`src/rtl/utf8u16_pkg.sv`:
```
// Shared types and constants for the UTF-8 to UTF-16 transcoder.
`timescale 1ns / 1ps

package utf8u16_pkg;

    // Width of the unit counter and of the max_units register.
    localparam int CNT_W = 10;

    localparam logic [CNT_W-1:0] MAX_UNITS_RESET = CNT_W'(63);

    localparam logic [15:0] REPL_CHAR    = 16'hFFFD;
    localparam logic [15:0] HI_SURR_BASE = 16'hD800;
    localparam logic [15:0] LO_SURR_BASE = 16'hDC00;
    localparam logic [20:0] SUPP_BASE    = 21'h10000;

    // One input word.
    typedef struct packed {
        logic [7:0] in_byte;
        logic       last_byte;
    } t_in;

    // One result word.
    typedef struct packed {
        logic [15:0]      unit;
        logic             unit_valid;
        logic             end_of_text;
        logic [CNT_W-1:0] unit_count;
    } t_out;

endpackage

```
`src/rtl/utf8_to_utf16_transcoder.sv`:
```
// Top level of the UTF-8 to UTF-16 transcoder.
`timescale 1ns / 1ps

// Channel   Dir  Handshake                  Payload
// input     in   i_in_valid / o_in_ready    i_in  (t_in: in_byte, last_byte)
// output    out  o_out_valid / i_out_ready  o_out (t_out: unit, unit_valid,
//                                                  end_of_text, unit_count)
// config    in   i_cfg_wr_en                i_cfg_wr_data (max_units)
//
// One input word per cycle while the output is ready; a word that yields two
// results (a surrogate pair, or a replacement plus the interrupting byte)
// holds the input while the two-entry result queue drains. i_rst_n is
// synchronous, active low: clears the stream state, empties the queue and
// loads max_units with 63. A stalled output holds the queued words and drops
// o_in_ready until the queue has room for two words.

module utf8_to_utf16_transcoder import utf8u16_pkg::*; (
    input  logic             i_clk,
    input  logic             i_rst_n,
    input  logic             i_in_valid,
    output logic             o_in_ready,
    input  t_in              i_in,
    output logic             o_out_valid,
    input  logic             i_out_ready,
    output t_out             o_out,
    input  logic             i_cfg_wr_en,
    input  logic [CNT_W-1:0] i_cfg_wr_data
);

    logic [CNT_W-1:0] r_max_units;

    logic             accept;
    logic [1:0]       res_n;
    t_out             res0;
    t_out             res1;
    logic             room;

    // Unit limit register; the user must write it only between texts, which the block itself does not enforce.
    always_ff @(posedge i_clk) begin
        if (!i_rst_n) begin
            r_max_units <= MAX_UNITS_RESET;
        end else if (i_cfg_wr_en) begin
            r_max_units <= i_cfg_wr_data;
        end
    end

    // Take a byte whenever the queue can absorb both possible results.
    assign o_in_ready = room;
    assign accept     = i_in_valid && room;

    // Decode the byte against the stream state and build up to two results.
    utf8u16_decode u_decode (
        .i_clk       (i_clk),
        .i_rst_n     (i_rst_n),
        .i_accept    (accept),
        .i_in        (i_in),
        .i_max_units (r_max_units),
        .o_res_n     (res_n),
        .o_res0      (res0),
        .o_res1      (res1)
    );

    // Hold results until the consumer takes them, one word per cycle.
    utf8u16_outq u_outq (
        .i_clk    (i_clk),
        .i_rst_n  (i_rst_n),
        .i_push_n (accept ? res_n : 2'd0),
        .i_res0   (res0),
        .i_res1   (res1),
        .i_ready  (i_out_ready),
        .o_valid  (o_out_valid),
        .o_head   (o_out),
        .o_room   (room)
    );

endmodule

```
`src/rtl/utf8u16_decode.sv`:
```
// Byte decoder: stream state registers and the per-byte result logic.
`timescale 1ns / 1ps

module utf8u16_decode import utf8u16_pkg::*; (
    input  logic             i_clk,
    input  logic             i_rst_n,
    input  logic             i_accept,
    input  t_in              i_in,
    input  logic [CNT_W-1:0] i_max_units,
    output logic [1:0]       o_res_n,
    output t_out             o_res0,
    output t_out             o_res1
);

    typedef struct packed {
        logic [15:0]      u0;
        logic [15:0]      u1;
        logic [CNT_W-1:0] c0;
        logic [CNT_W-1:0] c1;
        logic [1:0]       n;
        logic [CNT_W-1:0] cnt;
        logic             full;
        logic [20:0]      pcp;
        logic [1:0]       bse;
    } t_acc;

    logic [20:0]      r_pcp;
    logic [1:0]       r_bse;
    logic [CNT_W-1:0] r_cnt;
    logic             r_full;

    t_acc             a;
    logic [20:0]      cp;

    function automatic t_acc f_push(t_acc x, logic [15:0] u);
        t_acc r;
        r = x;
        r.cnt = r.cnt + CNT_W'(1);
        if (r.n == 2'd0) begin
            r.u0 = u;
            r.c0 = r.cnt;
        end else begin
            r.u1 = u;
            r.c1 = r.cnt;
        end
        r.n = r.n + 2'd1;
        return r;
    endfunction

    // Emit one code point; a pair that does not fit is dropped and stops output.
    function automatic t_acc f_emit(t_acc x, logic [20:0] c, logic [CNT_W-1:0] lim);
        t_acc        r;
        logic [20:0] v;
        r = x;
        v = c - SUPP_BASE;
        if (c >= SUPP_BASE) begin
            if ({1'b0, x.cnt} + (CNT_W+1)'(2) > {1'b0, lim}) begin
                r.full = 1'b1;
            end else begin
                r = f_push(r, HI_SURR_BASE + 16'(v[20:10]));
                r = f_push(r, LO_SURR_BASE + 16'(v[9:0]));
            end
        end else begin
            r = f_push(r, c[15:0]);
        end
        if (r.cnt >= lim) begin
            r.full = 1'b1;
        end
        return r;
    endfunction

    // Handle a byte with no sequence open.
    function automatic t_acc f_fresh(t_acc x, logic [7:0] b, logic [CNT_W-1:0] lim);
        t_acc r;
        r = x;
        if (!b[7]) begin
            r = f_emit(r, 21'(b), lim);
        end else if (b[7:5] == 3'b110) begin
            r.pcp = 21'(b[4:0]);
            r.bse = 2'd1;
        end else if (b[7:4] == 4'b1110) begin
            r.pcp = 21'(b[3:0]);
            r.bse = 2'd2;
        end else if (b[7:3] == 5'b11110) begin
            r.pcp = 21'(b[2:0]);
            r.bse = 2'd3;
        end
        return r;
    endfunction

    always_comb begin
        a      = '0;
        a.cnt  = r_cnt;
        a.full = r_full;
        a.pcp  = r_pcp;
        a.bse  = r_bse;
        cp     = '0;
        if (a.cnt >= i_max_units) begin
            a.full = 1'b1;
        end
        if (!a.full) begin
            if (a.bse != 2'd0) begin
                if (i_in.in_byte[7:6] == 2'b10) begin
                    a.pcp = {a.pcp[14:0], i_in.in_byte[5:0]};
                    a.bse = a.bse - 2'd1;
                    if (a.bse == 2'd0) begin
                        cp    = a.pcp;
                        a.pcp = '0;
                        a     = f_emit(a, cp, i_max_units);
                    end
                end else begin
                    // Cut short: replacement, then take the byte afresh.
                    a.bse = 2'd0;
                    a.pcp = '0;
                    a     = f_emit(a, 21'(REPL_CHAR), i_max_units);
                    if (!a.full) begin
                        a = f_fresh(a, i_in.in_byte, i_max_units);
                    end
                end
            end else begin
                a = f_fresh(a, i_in.in_byte, i_max_units);
            end
        end
        if (i_in.last_byte) begin
            if (a.cnt >= i_max_units) begin
                a.full = 1'b1;
            end
            if (!a.full && a.bse != 2'd0) begin
                a = f_emit(a, 21'(REPL_CHAR), i_max_units);
            end
        end
    end

    always_comb begin
        o_res0.unit        = a.u0;
        o_res0.unit_valid  = (a.n != 2'd0);
        o_res0.end_of_text = i_in.last_byte && (a.n != 2'd2);
        o_res0.unit_count  = (a.n == 2'd0) ? a.cnt : a.c0;
        o_res1.unit        = a.u1;
        o_res1.unit_valid  = 1'b1;
        o_res1.end_of_text = i_in.last_byte;
        o_res1.unit_count  = a.c1;
        o_res_n            = (a.n == 2'd0 && i_in.last_byte) ? 2'd1 : a.n;
    end

    always_ff @(posedge i_clk) begin
        if (!i_rst_n) begin
            r_pcp  <= '0;
            r_bse  <= '0;
            r_cnt  <= '0;
            r_full <= 1'b0;
        end else if (i_accept) begin
            if (i_in.last_byte) begin
                r_pcp  <= '0;
                r_bse  <= '0;
                r_cnt  <= '0;
                r_full <= 1'b0;
            end else begin
                r_pcp  <= a.pcp;
                r_bse  <= a.bse;
                r_cnt  <= a.cnt;
                r_full <= a.full;
            end
        end
    end

endmodule

```
`src/rtl/utf8u16_outq.sv`:
```
// Two-entry result queue: loads one or two words at once, drains one per cycle while the consumer is ready.
`timescale 1ns / 1ps

module utf8u16_outq import utf8u16_pkg::*; (
    input  logic       i_clk,
    input  logic       i_rst_n,
    input  logic [1:0] i_push_n,
    input  t_out       i_res0,
    input  t_out       i_res1,
    input  logic       i_ready,
    output logic       o_valid,
    output t_out       o_head,
    output logic       o_room
);

    t_out       r_q0;
    t_out       r_q1;
    logic [1:0] r_cnt;

    logic       pop;

    assign pop     = o_valid && i_ready;
    assign o_valid = (r_cnt != 2'd0);
    assign o_head  = r_q0;
    // Room for two new words once this cycle's pop is counted.
    assign o_room  = (r_cnt == 2'd0) || (r_cnt == 2'd1 && i_ready);

    always_ff @(posedge i_clk) begin
        if (!i_rst_n) begin
            r_cnt <= 2'd0;
        end else if (i_push_n != 2'd0) begin
            r_cnt <= i_push_n;
        end else if (pop) begin
            r_cnt <= r_cnt - 2'd1;
        end
    end

    always_ff @(posedge i_clk) begin
        if (i_push_n != 2'd0) begin
            r_q0 <= i_res0;
            r_q1 <= i_res1;
        end else if (pop) begin
            r_q0 <= r_q1;
        end
    end

endmodule
```
`config.mk`:
```
export PLATFORM = sky130hd
export DESIGN_NAME = utf8_to_utf16_transcoder
export DESIGN_NICKNAME = d
export VERILOG_FILES = /design/src/rtl/utf8u16_pkg.sv /design/src/rtl/utf8_to_utf16_transcoder.sv /design/src/rtl/utf8u16_decode.sv /design/src/rtl/utf8u16_outq.sv
export SDC_FILE = /design/constraint.sdc
export NUM_CORES = 1
export LEC_CHECK = 0
export ABC_AREA = 0
export ABC_CLOCK_PERIOD_IN_PS = 11000
export BUFFER_PORTS_ARGS = -buffer_cell sky130_fd_sc_hd__buf_2
export CAP_MARGIN = 10
export CORE_MARGIN = 2
export CORE_UTILIZATION = 60
export CTS_CLUSTER_SIZE = 25
export DETAILED_ROUTE_END_ITERATION = 12
export PLACE_DENSITY_LB_ADDON = 0.25
export SYNTH_ARGS = -nofsm -noshare
export SYNTH_HDL_FRONTEND = slang
export SYNTH_SLANG_ARGS = --single-unit
export TNS_END_PERCENT = 20
```
`constraint.sdc`:
```
create_clock -name i_clk -period 11 [get_ports i_clk]
set_input_delay 1.65 -clock i_clk [delete_from_list [all_inputs] [get_ports i_clk]]
set_output_delay 1.65 -clock i_clk [all_outputs]
set_load 0.005 [all_outputs]
```
==> results of run 1 <==
==> Yosys cell counts (all sizes together), types with 20 or more instances <==
library cell  instances
nand2               118
o21ai                85
ha                   71
a21oi                69
nor2                 59
nand3                52
edfxtp               51
inv                  44
clkbuf               42
dfxtp                40
nor3                 31
xnor2                30
nor2b                26
a211oi               20
buf                  20
==> stage by stage <==
stage / utilization / hold slack (ps) / cells / power [mW] / cell area [um2]
final: 0.658 / 485 / 1190 / 1.40 / 8680
after global routing: 0.658 / 544 / 1190 / 1.48 / 8680
after CTS: 0.658 / 490 / 1190 / 1.38 / 8680
after detailed placement: 0.635 / 477 / 1174 / 1.06 / 8380
after global placement: 0.635 / 470 / 1174 / 1.06 / 8380
after floorplan: - / 443 / 997 / 0.888 / 8080
==> worst paths after layout <==
check | to | startpoint | slack [ps]
min | u_decode.r_full | u_decode.r_full | 480
max reg2reg | u_outq.o_head[23] | u_decode.r_cnt[0] | 2340
max | u_outq.o_head[23] | u_decode.r_cnt[0] | 2340
min reg2reg | u_decode.r_full | u_decode.r_full | 480
==> cell usage in the layout (no fill, tap or decap), types with 6 or more instances in the layout <==
master / count
ha_1: 71
o22ai_1: 8
and2_1: 10
nor2_1: 58
clkbuf_16: 9
edfxtp_1: 51
o211ai_1: 12
nor2b_1: 26
nand2b_1: 6
mux2i_1: 11
buf_4: 10
o31a_1: 6
nand2_1: 117
inv_1: 42
xor2_1: 8
nor3_1: 26
o21ai_0: 77
o21ai_1: 8
o31ai_1: 6
a21oi_1: 69
buf_2: 53
nand4_1: 14
o21a_1: 15
a31oi_1: 8
and3_1: 7
a211oi_1: 16
dfxtp_1: 40
a22oi_1: 19
nand3_1: 51
a21o_1: 10
xnor2_1: 28
a21boi_0: 14
==> worst reg2reg max path, delay by kind of cell, from the launching register on <==
| family | cells | cell delay [ps] |
|---|---|---|
| buffers and inverters | 4 | 1060 |
| DFF | 1 | 860 |
| xor gates and xnor gates | 2 | 470 |
| and+or+nand+nor | 6 | 1680 |
| AOI/OAI and AO/OA | 12 | 3180 |
| adders and majority gates | 3 | 1160 |
==> layer usage <==
| metal | vias to the layer above | routed length, um | GRT usage |
|---|---|---|---|
| met2 | 586 | 10800 | 0.525 |
| met5 | - | 0 | 0 |
| met4 | 0 | 1060 | 0.165 |
| met1 | 3626 | 10900 | 0.515 |
| li1 | 3709 | - | - |
| met3 | 95 | 3150 | 0.0817 |
==> registers in the layout, summed over array words and instances, names as in the netlist <==
signal,flops
u_decode.r_cnt,10
u_decode.r_pcp,15
u_outq.r_cnt,2
u_decode.r_full,1
u_outq.o_head,28
u_outq.r_q1,23
r_max_units,10
u_decode.r_bse,2
==> cells by family (layout without fill, tap and decap cells) <==
| group | after synthesis | in the layout |
|---|---|---|
| AOI/OAI and AO/OA | 320 | 320 |
| DFF | 91 | 91 |
| buffers and inverters | 107 | 124 |
| xor gates and xnor gates | 40 | 40 |
| adders and majority gates | 71 | 71 |
| muxes | 12 | 12 |
| and+or+nand+nor | 356 | 356 |
==> area by class of cell <==
type | instances | area (um2)
sequential | 91 | 2330
multi-input combinational | 799 | 5320
timing repair buffer | 63 | 340
clock inverter | 7 | 73.8
fill | 1189 | 4510
inverter | 45 | 169
clock buffer | 9 | 225
tap | 176 | 220
==> power breakdown <==
group	switching, mW	leakage [nW]	internal, mW
Combinational	0.375	2.48	0.197
Sequential	0.0330	0.820	0.468
Clock	0.162	0.148	0.162
Total	0.570	3.45	0.828
==> flow_summary_export.csv, run 1 <==
group,metric,value,unit
floorplanning,start_util,0.612,
timing,finalSetupViolCount,0,
floorplanning,dieArea,14400,um2
routing,dr.pass1.iters,6,
timing,drv_slew,0,
synth,synth_top_family_by_area,"compound AO/OA/AOI/OAI gates",
critical_path,cp-end-kind,"register",
synth,synth.net_count,1092,
synth,yosys-mux-area-fraction,0.0150,
synth,ys_types,87,
routing,dr_total_vias,8016,
cts,cts_buffers,9,
routing,ant_nets,0,
routing,wl_per_cell,21.7,um
synth,synth_top_area_cell,"edfxtp_1",
cts,cts_root_buf,"clkbuf_16",
synth,netlist_area,8080,um2
critical_path,critPathArrivalTime,8790,ps
cells_and_area,areaGrowthSynthToFinish,7.42,%
cts,cts_setup_buffers,0,
power_and_ir_drop,p_per_area,161,nW/um2
cts,clk_latency,370,ps
synth,yosys_warnings,0,
timing,period_needed,8660,ps
synth,postSynthCellCount,997,
critical_path,cp_slowest_stage_delay,860,ps
floorplanning,die_w,120,um
synth,yosys.area_share.simple,0.220,
grt,antenna_found_initial,0,
critical_path,r2r_cells,27,
floorplanning,coreArea,13200,um2
critical_path,crit_buf_inv,4,
timing,setup_ws,2340,ps
routing,drt-initial-drc-count,1055,
grt,grt_pass1_wl,40.2,mm
grt,grt_pass1_vias,7200,
min_path,hold_depth,2,
cts,h-tree-depth,3,
power_and_ir_drop,ir_drop,82.9,uV
synth,ys_async_sr_fraction,0,
cts,cts.clk_slew.worst_paths,80,ps
cts,post_cts_resized,0,
flow_run,cap_viol_max_count,0,
synth,yosysSeqAreaShare,0.289,
timing,fin_crit_sh,0.788,
timing,slew_headroom,0.246,
critical_path,crit_family,"compound AO/OA/AOI/OAI gates",
routing,drt-total-wl,25.8,mm
routing,vias_per_cell,6.74,
synth,syn_area_per_cell,8.10,um2
critical_path,start_kind,"register",
floorplanning,ios,54,
timing,rsz0062_at_grt,"no",
power_and_ir_drop,power_leakage,3.45,nW
critical_path,timing.critical_path.mode_cell,"a21oi_1",
floorplanning,rows,42,
synth,synth-seq-cells,91,
cts,clkSinkCount,91,
grt,grt_usage,0.363,
timing,skew,10.7,ps
routing,drc,0,
timing,tns,0,ps
placement,dp_slack,2570,ps
timing,hold_viol,0,
timing,max_freq,115,MHz
min_path,hold_class,"reg -> reg",
synth,synth_xor_area_frac,0.0499,
floorplanning,fp.dieH,120,um
synth,synth_fa_ha_area_frac,0.110,
synth,synth_area_leaders,"edfxtp_1 (19%), ha_1 (11%), dfxtp_1 (9.9%)",
critical_path,worstPathRequired,11120,ps
synth,yosysTopAreaCellShare,0.190,
outcome,outcome,"complete, no violations",
critical_path,critical_path_class,"reg -> reg",
synth,synth_edf_count,51,
grt,grt_max_degree,41,
cts,clk_path_buf_depth,2,
grt,grt.overflow.total,0,
cells_and_area,nets,1104,
cells_and_area,diodes,0,
placement,port_buffers,53,
critical_path,crit_cells,27,
synth,ys.flop_type,"edfxtp_1",
critical_path,slowest_stage,"dfxtp_1",
synth,synth_compound_area_frac,0.264,
cells_and_area,drive_gt1_frac,0.113,
critical_path,crit_fanout,38,
cts,hold_buffers,0,
cts,cts_tree,"done",
timing,max_slew.worst_pin.slew,1120,ps
placement,place.gp.congestion,1.03,
placement,dpl.hpwl,19.0,mm
Power figures use the tool's default switching activity.
==> inputs of run 2 (changes only) <==
ABC_CLOCK_PERIOD_IN_PS = 8100   (was 11000)
clock period = 8.1 ns   (was 11 ns; I/O delays follow)
==> run 2 against run 1 <==
  * Power increased by 40%
  * Design area increased by 2.3%
  * First-iteration DRC count increased by 16%
  * Largest power group unchanged
  * Critical path depth decreased by 2
  * Register-to-register slack got worse by 1800 ps
  * Worst setup slack got worse by 1800 ps
  * Global-route usage increased by 2.7 points
==> flow_summary_export.csv, run 2 (same netlist as run 1, synthesis figures left out) <==
group,metric,value,unit
outcome,outcome,"complete, no violations",
cts,h-tree-depth,3,
min_path,hold_class,"reg -> reg",
grt,antenna_found_initial,0,
min_path,hold_start,"u_decode.r_full",
critical_path,critical_path_class,"reg -> reg",
floorplanning,fp.dieH,120,um
routing,drt-initial-drc-count,1224,
critical_path,crit_family,"compound AO/OA/AOI/OAI gates",
placement,dpl.hpwl,20.3,mm
floorplanning,coreArea,13200,um2
critical_path,critPathArrivalTime,7660,ps
cts,cts.clk_slew.worst_paths,80,ps
cells_and_area,largest_register_ffs,28,
cells_and_area,nets,1128,
timing,finalSetupViolCount,0,
routing,dr.pass1.iters,6,
cts,hold_buffers,0,
timing,fin_crit_sh,0.934,
critical_path,r2r_start,"u_decode.r_cnt[2]",
power_and_ir_drop,power_leakage,3.57,nW
routing,wl_per_cell,22.7,um
floorplanning,start_util,0.612,
routing,drt-total-wl,27.5,mm
routing,dr_total_vias,8173,
power_and_ir_drop,p_per_area,221,nW/um2
cts,cts_root_buf,"clkbuf_16",
flow_run,cap_viol_max_count,0,
cts,clkSinkCount,91,
cells_and_area,fill_cells,1147,
timing,tns,0,ps
timing,skew,16.9,ps
cells_and_area,drive_gt1_frac,0.137,
critical_path,slowest_stage,"mux2i_1",
cts,post_cts_resized,0,
timing,rsz0062_at_grt,"no",
routing,ant_nets,0,
floorplanning,die_w,120,um
cells_and_area,diodes,0,
critical_path,cp_slowest_stage_delay,750,ps
grt,grt.overflow.total,0,
critical_path,timing.critical_path.mode_cell,"ha_1",
cells_and_area,design_area,8870,um2
grt,grt_pass1_wl,43.1,mm
critical_path,cp-end-kind,"register",
grt,grt_pass1_vias,7595,
timing,drv_slew,0,
critical_path,crit_fanout,20,
critical_path,worstPathRequired,8200,ps
timing,max_freq,132,MHz
placement,place.gp.congestion,1.02,
placement,placed_area,8550,um2
power_and_ir_drop,ir_drop,133,uV
critical_path,crit_buf_inv,2,
timing,hold_viol,0,
cts,cts_buffers,9,
cts,clk_latency,380,ps
routing,drc,0,
cells_and_area,final_common_cell,"nand2_1",
cts,cts_tree,"done",
timing,period_needed,7570,ps
critical_path,start_kind,"register",
cts,cts_setup_buffers,0,
routing,vias_per_cell,6.73,
floorplanning,rows,42,
placement,port_buffers,53,
floorplanning,dieArea,14400,um2
timing,max_slew.worst_pin.slew,1080,ps
grt,grt_usage,0.390,
cts,clk_path_buf_depth,2,
floorplanning,ios,54,
critical_path,crit_start,"u_decode.r_cnt[2]",
grt,grt_max_degree,41,
timing,slew_headroom,0.272,
cells_and_area,areaGrowthSynthToFinish,9.85,%
cells_and_area,final_cell_mix,"nand2_1 (117), o21ai_0 (77), ha_1 (71), a21oi_1 (67), nor2_1 (58)",
[run 2: cell type report]
type / instances / area (um2) / area share
Inverter: 45 / 169 / 0.0190
Tap cell: 176 / 220 / 0.0248
Sequential cell: 91 / 2330 / 0.263
Timing Repair Buffer: 87 / 520 / 0.0587
Clock inverter: 7 / 76.3 / 0.00860
Multi-Input combinational cell: 799 / 5330 / 0.601
Clock buffer: 9 / 225 / 0.0254
[run 2: path summary, 6_finish.rpt]
path / slack (ps) / end / cells past startpoint
max: 530 / u_outq.o_head[1] / 25
min: 480 / u_decode.r_full / 2
min reg2reg: 480 / u_decode.r_full / 2
max reg2reg: 530 / u_outq.o_head[1] / 25
[run 2: metal layers]
| metal | vias to the layer above | part of all wire | global-route usage |
|---|---|---|---|
| met5 | - | 0 | 0 |
| met4 | 0 | 0.045 | 0.176 |
| met3 | 113 | 0.13 | 0.112 |
| met2 | 581 | 0.41 | 0.553 |
| met1 | 3727 | 0.41 | 0.547 |
| li1 | 3752 | - | - |
[run 2: report_power, final]
group	switching [mW]	total (mW)	internal [mW]
Combinational	0.551	0.841	0.290
Sequential	0.0389	0.675	0.636
Clock	0.226	0.448	0.222
[run 2: per-stage QoR]
stage	util	cells	power, mW	hold slack [ps]	worst slack [ps]
2_1_floorplan	-	997	1.21	443	1530
3_3_place_gp	0.648	1197	1.48	461	749
3_5_place_dp	0.648	1197	1.49	470	586
4_1_cts	0.671	1213	1.94	479	467
5_1_grt	0.673	1214	2.06	530	94.9
6_report	0.673	1214	1.96	477	534
[run 2: worst min-delay path, stage by stage, from the launching register on]
cell	delay, ps
dfxtp_1	310
nand2_1	50
a21boi_0	70
==> inputs of run 3 (changes only) <==
CORE_UTILIZATION = 50   (was 60)
==> run 3 against run 2 <==
  * Core utilization is 11 points lower
  * Hold slack better by 2.9 ps
  * Via count is 1.4% lower
  * Power hardly changed
  * Worst setup slack better by 54 ps
  * Fmax is 0.72% higher
  * Clock power hardly changed
  * Largest cell class unchanged
  * Highest routed layer unchanged
==> flow_summary_export.csv, run 3 (same netlist as run 1, synthesis figures left out) <==
group,metric,value,unit
cts,clk_path_buf_depth,2,
floorplanning,rows,46,
power_and_ir_drop,p_per_area,219,nW/um2
power_and_ir_drop,power,1.97,mW
timing,finalSetupViolCount,0,
cts,clkSinkCount,91,
outcome,outcome,"complete, no violations",
cells_and_area,fill_cells,1465,
cts,clk_latency,380,ps
timing,max_freq,133,MHz
critical_path,regToRegEndpoint,"u_outq.o_head[4]",
critical_path,crit_fanout,30,
routing,wl_per_cell,22.0,um
grt,grt_pass1_vias,7114,
critical_path,start_kind,"register",
grt,grt.overflow.total,0,
cts,cts_buffers,9,
critical_path,crit_family,"compound AO/OA/AOI/OAI gates",
min_path,hold_class,"reg -> reg",
cts,cts_setup_buffers,0,
routing,vias_per_cell,6.39,
min_path,hold_start,"u_decode.r_full",
cells_and_area,areaGrowthSynthToFinish,11.1,%
placement,place.gp.congestion,1.00,
floorplanning,ios,54,
timing,drv_slew,0,
critical_path,cp_slowest_stage_delay,570,ps
cells_and_area,final_cell_mix,"nand2_1 (117), o21ai_0 (77), ha_1 (71), a21oi_1 (68), nor2_1 (58)",
floorplanning,fp.dieH,131,um
critical_path,slowest_stage,"dfxtp_1",
cells_and_area,drive_gt1_frac,0.141,
floorplanning,dieArea,17200,um2
cells_and_area,nets,1134,
power_and_ir_drop,ir_drop,130,uV
timing,slew_headroom,0.246,
power_and_ir_drop,power_leakage,3.61,nW
routing,drt-total-wl,27.7,mm
timing,rsz0062_at_grt,"no",
floorplanning,coreArea,15800,um2
routing,dr.pass1.iters,6,
placement,port_buffers,53,
routing,drc,0,
cells_and_area,final_common_cell,"nand2_1",
timing,period_needed,7510,ps
cts,cts.clk_slew.worst_paths,90,ps
timing,skew,26.3,ps
cells_and_area,diodes,0,
timing,max_slew.worst_pin.slew,1120,ps
timing,hold_viol,0,
floorplanning,die_w,131,um
min_path,hold_depth,2,
critical_path,worstPathRequired,8200,ps
routing,drt-initial-drc-count,1075,
critical_path,r2r_cells,26,
floorplanning,start_util,0.510,
cells_and_area,fin_util,0.567,
grt,antenna_found_initial,0,
critical_path,ff2ff_setup_slack,590,ps
placement,dp_slack,533,ps
critical_path,cp-end-kind,"register",
cts,h-tree-depth,3,
grt,busiest_layer,"met2",
grt,grt_max_degree,41,
critical_path,timing.critical_path.mode_cell,"ha_1",
grt,met1_usage,0.465,
critical_path,critPathArrivalTime,7610,ps
min_path,min_to,"u_decode.r_full",
cts,cts_root_buf,"clkbuf_16",
grt,grt_usage,0.326,
routing,ant_nets,0,
cts,cts_tree,"done",
critical_path,critical_path_class,"reg -> reg",
critical_path,crit_buf_inv,3,
placement,dpl.hpwl,21.2,mm
routing,dr_total_vias,8055,
flow_run,cap_viol_max_count,0,
timing,fin_crit_sh,0.927,
timing,setup_ws,588,ps
grt,grt_use_met2,0.502,
cells_and_area,largest_register_ffs,28,
timing,tns,0,ps
grt,grt_util_met3,0.0617,
grt,grt_pass1_wl,42.0,mm
critical_path,r2r_start,"u_decode.r_cnt[2]",
run 3: changes by cell type in the layout (fill, tap and decap cells not counted), sizes merged:
cell | before | now
buf | 86 | 93
clkinv | 3 | 4
clkbuf | 10 | 9
inv | 49 | 48
run 3: how the worst max path moves through the flow:
stage / start / endpoint / slack, ps / cells past startpoint
floorplan: u_decode.r_cnt[1] / u_outq.o_head[3] / 1530 / 28
global placement: u_decode.r_cnt[2] / u_outq.o_head[4] / 680 / 26
detailed placement: u_decode.r_cnt[2] / u_outq.o_head[4] / 530 / 26
CTS: u_decode.r_cnt[2] / u_outq.o_head[1] / 490 / 28
global route: u_decode.r_cnt[2] / u_outq.o_head[4] / 90 / 26
finish: u_decode.r_cnt[2] / u_outq.o_head[4] / 590 / 26
run 3: metal layers:
layer  vias to the layer above  share of wire
li1                       3769              -
met1                      3760           0.44
met2                       468           0.44
met3                        58           0.10
met4                         0          0.026
met5                         -              0
run 3: worst min-delay path, cell delays in order, from the launching register on:
cell,delay [ps]
dfxtp_1,320
nand2_1,50
a21boi_0,70
run 3: layout make-up:
class | instances | area (um2) | area share
tap | 216 | 270 | 0.0301
multi-input combinational | 799 | 5330 | 0.593
clock buffer | 9 | 225 | 0.0251
sequential | 91 | 2330 | 0.260
clock inverter | 7 | 76.3 | 0.00850
timing repair buffer | 93 | 578 | 0.0644
inverter | 45 | 169 | 0.0188
run 3: what timing repair did:
item,4_1_cts,5_1_grt
resized for setup,0,1
hold buffers,0,0
endpoints found under the setup margin,0,3
run 3: report_power, final:
group	switching [mW]	leakage, nW	internal, mW
clock network	0.224	0.149	0.221
logic	0.537	2.64	0.308
registers	0.0404	0.820	0.635
total	0.802	3.61	1.16
run 3: through the flow:
step | cell area, um2 | instances | hold slack, ps
floorplan | 8080 | 997 | 443
global placement | 8670 | 1244 | 468
detailed placement | 8670 | 1244 | 470
CTS | 8970 | 1260 | 481
global route | 8980 | 1260 | 516
finish | 8980 | 1260 | 480
